[src/rtl/core/bilinear_table_interpolation_top_macros.svh]
// assertion macros for the bilinear table interpolator
// used by bilinear_table_interpolation_top, expects i_clk and i_rst_n in scope
`ifndef BILINEAR_TABLE_INTERPOLATION_TOP_MACROS_SVH
`define BILINEAR_TABLE_INTERPOLATION_TOP_MACROS_SVH

// consequent checked in the same cycle
`define BTI_ASSERT_SAME(label, ante, cons, msg) \
    label: assert property (@(posedge i_clk) disable iff (!i_rst_n) (ante) |-> (cons)) \
        else $error(msg);

// consequent checked in the cycle after the antecedent
`define BTI_ASSERT_NEXT(label, ante, cons, msg) \
    label: assert property (@(posedge i_clk) disable iff (!i_rst_n) (ante) |=> (cons)) \
        else $error(msg);

`endif

[src/rtl/core/bti_ram.sv]
// generic simple dual-port ram, one write port, one registered read port
// no dependencies
`timescale 1ns / 1ps
`default_nettype none

module bti_ram #(
    parameter int WIDTH = 32,
    parameter int DEPTH = 16
) (
    input  wire logic                       i_clk,
    input  wire logic                       i_we,
    input  wire logic [$clog2(DEPTH)-1:0]   i_waddr,
    input  wire logic [WIDTH-1:0]           i_wdata,
    input  wire logic [$clog2(DEPTH)-1:0]   i_raddr,
    output logic [WIDTH-1:0]                o_rdata
);

    logic [WIDTH-1:0] r_mem [DEPTH];

    // write and registered read
    always_ff @(posedge i_clk) begin
        if (i_we) begin
            r_mem[i_waddr] <= i_wdata;
        end
        o_rdata <= r_mem[i_raddr];
    end

endmodule

`default_nettype wire
[config.mk]
export PLATFORM = sky130hd
export DESIGN_NAME = bti_ram
export DESIGN_NICKNAME = d
export VERILOG_FILES = /design/src/rtl/core/bilinear_table_interpolation_top_macros.svh /design/src/rtl/core/bti_ram.sv
export SDC_FILE = /design/constraint.sdc
export NUM_CORES = 1
export LEC_CHECK = 0
export CAP_MARGIN = 10
export CORE_MARGIN = 5
export CORE_UTILIZATION = 60
export CTS_CLUSTER_DIAMETER = 30
export DETAILED_ROUTE_END_ITERATION = 12
export DONT_BUFFER_PORTS = 1
export PLACE_DENSITY = 0.85
export SYNTH_ARGS = -nofsm -noshare
export SYNTH_HDL_FRONTEND = slang
export SYNTH_SLANG_ARGS = --single-unit
[constraint.sdc]
create_clock -name i_clk -period 4.62 [get_ports i_clk]
set_input_delay 0.924 -clock i_clk [delete_from_list [all_inputs] [get_ports i_clk]]
set_output_delay 0.924 -clock i_clk [all_outputs]
set_load 0.01 [all_outputs]
# Word-level counts from Yosys, hierarchy flattened
# Memories as Yosys holds them, arrays and structs flattened. A register that Yosys moved wholly into a read port is not among the register bits.
# Cells that the tools add are included.
[op_classes]
n_mux = 2
[ops]
columns = ["operator", "count"]
rows = [
  ["2-to-1 mux 1 bit", 2],
]
[word_totals]
regBits = 0
ram_bits = 512
input_bits = 42
wordCells = 3
memories = 1
[mem_list]
columns = ["name", "depth", "width", "read_ports", "rd_clocked_by_memory_dff", "wr", "line", "rtl"]
rows = [
  ["r_mem", 16, 32, 1, 1, 1, "bti_ram.sv:18", "logic [WIDTH-1:0] r_mem [DEPTH];"],
]

# Longest topological paths before layout
[depth]
depth_word = 2
ltp_mapped = 5
mapped_depth_nobuf = 3

# Worst setup path before layout
# No wires, ideal clock.
[synth_timing]
path_kind = "input to register"
startpoint = "in i_waddr[2]"
endpoint = "mem r_mem[0][0], enable pin"
t_arrival_ns = 3.642
setup_slack_ns = 0.516
stages = 2
n_path_buf = 0
path_cell_list = "or3b_2 > nor3_1"
[synth_lines]
columns = ["item", "line", "rtl"]
rows = [
  ["start: declaration", "bti_ram.sv:12", "input wire logic [$clog2(DEPTH)-1:0] i_waddr,"],
  ["end: declaration", "bti_ram.sv:18", ""],
]
# No word-level cell before the write port.

# Worst setup path after layout
[layout_timing]
startpoint = "in i_waddr[2]"
endpoint = "mem r_mem[0][12], enable pin"
# No word-level cell before the write port.

==> flow_summary_export.csv <==
group,metric,value,unit
global_routing,initial_antenna_violation_count,0,
cells_and_area,top_library_cells_by_usage_in_the_layout_fill_and_taps_aside,"512 x edfxtp_1, 128 x mux4_2, 96 x clkbuf_16",
cells_and_area,layout-drive-gt1-share,0.324,
global_routing,grt_start_max_net_pins,129,
critical_path,critical_path.max_fanout,23,
drt,route.detailed.drc,0,
synth,synth_xor_xnor_area_share,0,
synth,synth_cell_types,18,
synth,synthesis.area_per_instance,23.7,sq um
synth,post_synth_and_or_nand_nor_area_fraction,0.0127,
cells_and_area,fillCellCount,1704,
cells_and_area,area_growth_from_synthesis_to_layout,19.3,%
clock_tree,holdBufCountCts,0,
clock_tree,clock-root-buffer,"clkbuf_16",
critical_path,endpoint_required_time_on_the_critical_path,4.91,ns
critical_path,arrival,2.62,ns
clock_tree,worstSkewPairLatency,0.61,ns
power_and_ir_drop,power.share.sequential,0.431,
drt,drt-pass1-iter-count,5,
drt,routed_via_density,6.63,
placed_design,dpl.cell_count,1245,
timing,maxClockFrequency,429,MHz
floorplanning,fp-row-count,66,
timing,hold_viol,0,
critical_path,criticalPathCategory,"in -> reg",
global_routing,global_route.usage.total,0.260,
timing,transition_time_at_the_pin_with_the_least_slew_margin,1.23,ns
power_and_ir_drop,p_sw,2.78,mW
synth,synth_seq_cells,544,
timing,fin_skew,0.0212,ns
placed_design,detailed_place_hpwl,22.0,mm
timing,relSlewSlack,0.178,
clock_tree,h-tree-depth,3,
clock_tree,clock_sink_count,544,
drt,drt-total-wl,46.3,mm
job,max_cap_violations,0,
synth,yosys_warnings,0,
timing,setup_viol_count_final,0,
power_and_ir_drop,irDropWorstVdd,0.346,mV
floorplanning,floorplan.die.width,192,um
timing,min_period_over_period,0.504,
clock_tree,post_cts.repair.setup_buffers,0,
timing,timing.setup.tns,0,ns
global_routing,gr_overflow_total,0,
clock_tree,clock_path_buffers,3,
floorplanning,design.portCount,74,
timing,finalHoldWorstSlack,0.406,ns
synth,post_synth_mux_area_share,0.145,
global_routing,via_count_of_the_first_global_routing_pass,10100,
floorplanning,floorplan.core_area,32600,sq um
timing,rsz0062_at_grt,"false",
power_and_ir_drop,power.switching_fraction,0.214,
synth,post_synth_inst_count,838,
power_and_ir_drop,int_pwr,10.2,mW
power_and_ir_drop,part_of_the_power_in_the_clock_network,0.546,
clock_tree,tritoncts_clock_tree,"yes",
cells_and_area,final_nets,940,
synth,sequential_share_of_the_synthesized_area,0.807,
global_routing,first_pass_grt_wire_length,67.7,mm
floorplanning,initial_core_util,0.609,
clock_tree,cts_clock_pin_slew_for_the_worst_setup_and_hold_paths,0.06,ns
worst_hold_path,class_of_the_worst_hold_path,"in -> reg",
critical_path,worstSetupEndpointType,"flip-flop",
synth,synth_compound_area_frac,0.0242,
timing,timing.final.crit_period,2.33,ns
outcome,run_status,"completed",
floorplanning,floorplan.die.height,192,um
timing,maxSlewViolCount,0,
placed_design,port_buf_inserts,0,
synth,synth_fp_nets,880,
synth,combinational_family_with_the_most_area_after_synthesis,"multiplexers",
power_and_ir_drop,comb_power_share,0.023,
drt,routed_wire_length_per_instance,32.6,um
cells_and_area,fin_util,0.726,
placed_design,gpl.final_weighted_congestion,0.777,
clock_tree,cts_resized,0,
floorplanning,floorplan.die_area,36800,sq um
power_and_ir_drop,pwr_density_cell,549,nW/um^2
power_and_ir_drop,p_leak,7.64,nW
synth,post_synth_instance_area,19900,sq um
cells_and_area,layout.cells.non_filler,1420,
drt,dr.first_iter.drc_count,1299,
synth,synthAdderAreaFrac,0,
cells_and_area,insertedDiodeCount,0,
critical_path,start_kind,"primary input",
drt,routed-via-count,9410,
drt,number_of_nets_still_failing_antenna_checks_after_routing,0,
cells_and_area,most_frequent_standard_cell_in_the_layout_excluding_fill_and_tap_cells,"edfxtp_1",
clock_tree,cts-buffers-inserted,92,
## power by group through the flow
stage          Sequential [mW]  Clock (mW)  Combinational (mW)
6_report                  5.59        7.09               0.301
5_1_grt                   5.60        7.43               0.315
4_1_cts                   5.59        7.15               0.302
3_5_place_dp              5.68           0               0.292
3_3_place_gp              5.67           0               0.283
2_1_floorplan             5.66           0               0.265
## critical path, cell delays in order
cell and delay, ns:
or3b_2 0.59, nor3_2 0.76, buf_12 0.30
## stage by stage
step           worst slack [ns]  area [sq um]  power (mW)
2_1_floorplan             0.516         19900        5.93
3_3_place_gp               1.74         20400        5.96
3_5_place_dp               1.70         20400        5.98
4_1_cts                    2.29         23700        13.0
5_1_grt                    2.26         23700        13.3
6_report                   2.29         23700        13.0
## routing by layer
layer | global-route usage | up-vias | share of wire | routed length, um
met5 | 0 | - | 0 | 0
met4 | 0.102 | 0 | 0.033 | 1550
met3 | 0.0669 | 86 | 0.099 | 4580
met2 | 0.419 | 629 | 0.51 | 23400
met1 | 0.347 | 4954 | 0.36 | 16800
li1 | - | 3741 | - | -
## state kept, by name, indices dropped and copies added, names as in the netlist
register and count:
r_mem 512, o_rdata 32
## cell usage after synthesis, drive strengths merged
| cell | number | area [sq um] |
|---|---|---|
| edfxtp | 512 | 15400 |
| nor2b | 2 | 12.5 |
| buf | 26 | 159 |
| mux4 | 128 | 2880 |
| nor2 | 13 | 48.8 |
| nand3 | 1 | 5.00 |
| dfxtp | 32 | 641 |
| nand3b | 2 | 15.0 |
| nor3 | 4 | 20.0 |
| and2 | 1 | 6.26 |
| nand2b | 2 | 12.5 |
| clkbuf | 17 | 63.8 |
| a22oi | 64 | 480 |
| or3b | 1 | 8.76 |
| nand2 | 33 | 124 |
## cell families (layout without fill, tap and decap cells)
logic type / Yosys count / after routing
DFF: 544 / 544
muxes: 128 / 128
AOI/OAI and AO/OA: 64 / 64
and+or+nand+nor: 59 / 59
buffers and inverters: 43 / 183
## worst paths after layout
| kind | end | start | cells after the start | slack (ns) |
|---|---|---|---|---|
| setup / recovery | r_mem[0][12] | i_waddr[2] | 3 | 2.29 |
| hold / removal | r_mem[5][24] | i_wdata[24] | 0 | 0.41 |
| setup reg to reg | o_rdata[17] | r_mem[12][17] | 3 | 2.99 |
| hold reg to reg | o_rdata[5] | r_mem[6][5] | 3 | 0.68 |
## cell type report
type | count | area [sq um] | share of cell area
Sequential cell | 544 | 16000 | 0.676
Tap cell | 442 | 553 | 0.0234
Clock inverter | 68 | 816 | 0.0345
Timing Repair Buffer | 9 | 92.6 | 0.00391
Multi-Input combinational cell | 251 | 3750 | 0.158
Clock buffer | 106 | 2450 | 0.103
No activity file was read; power rests on OpenSTA's default activity.
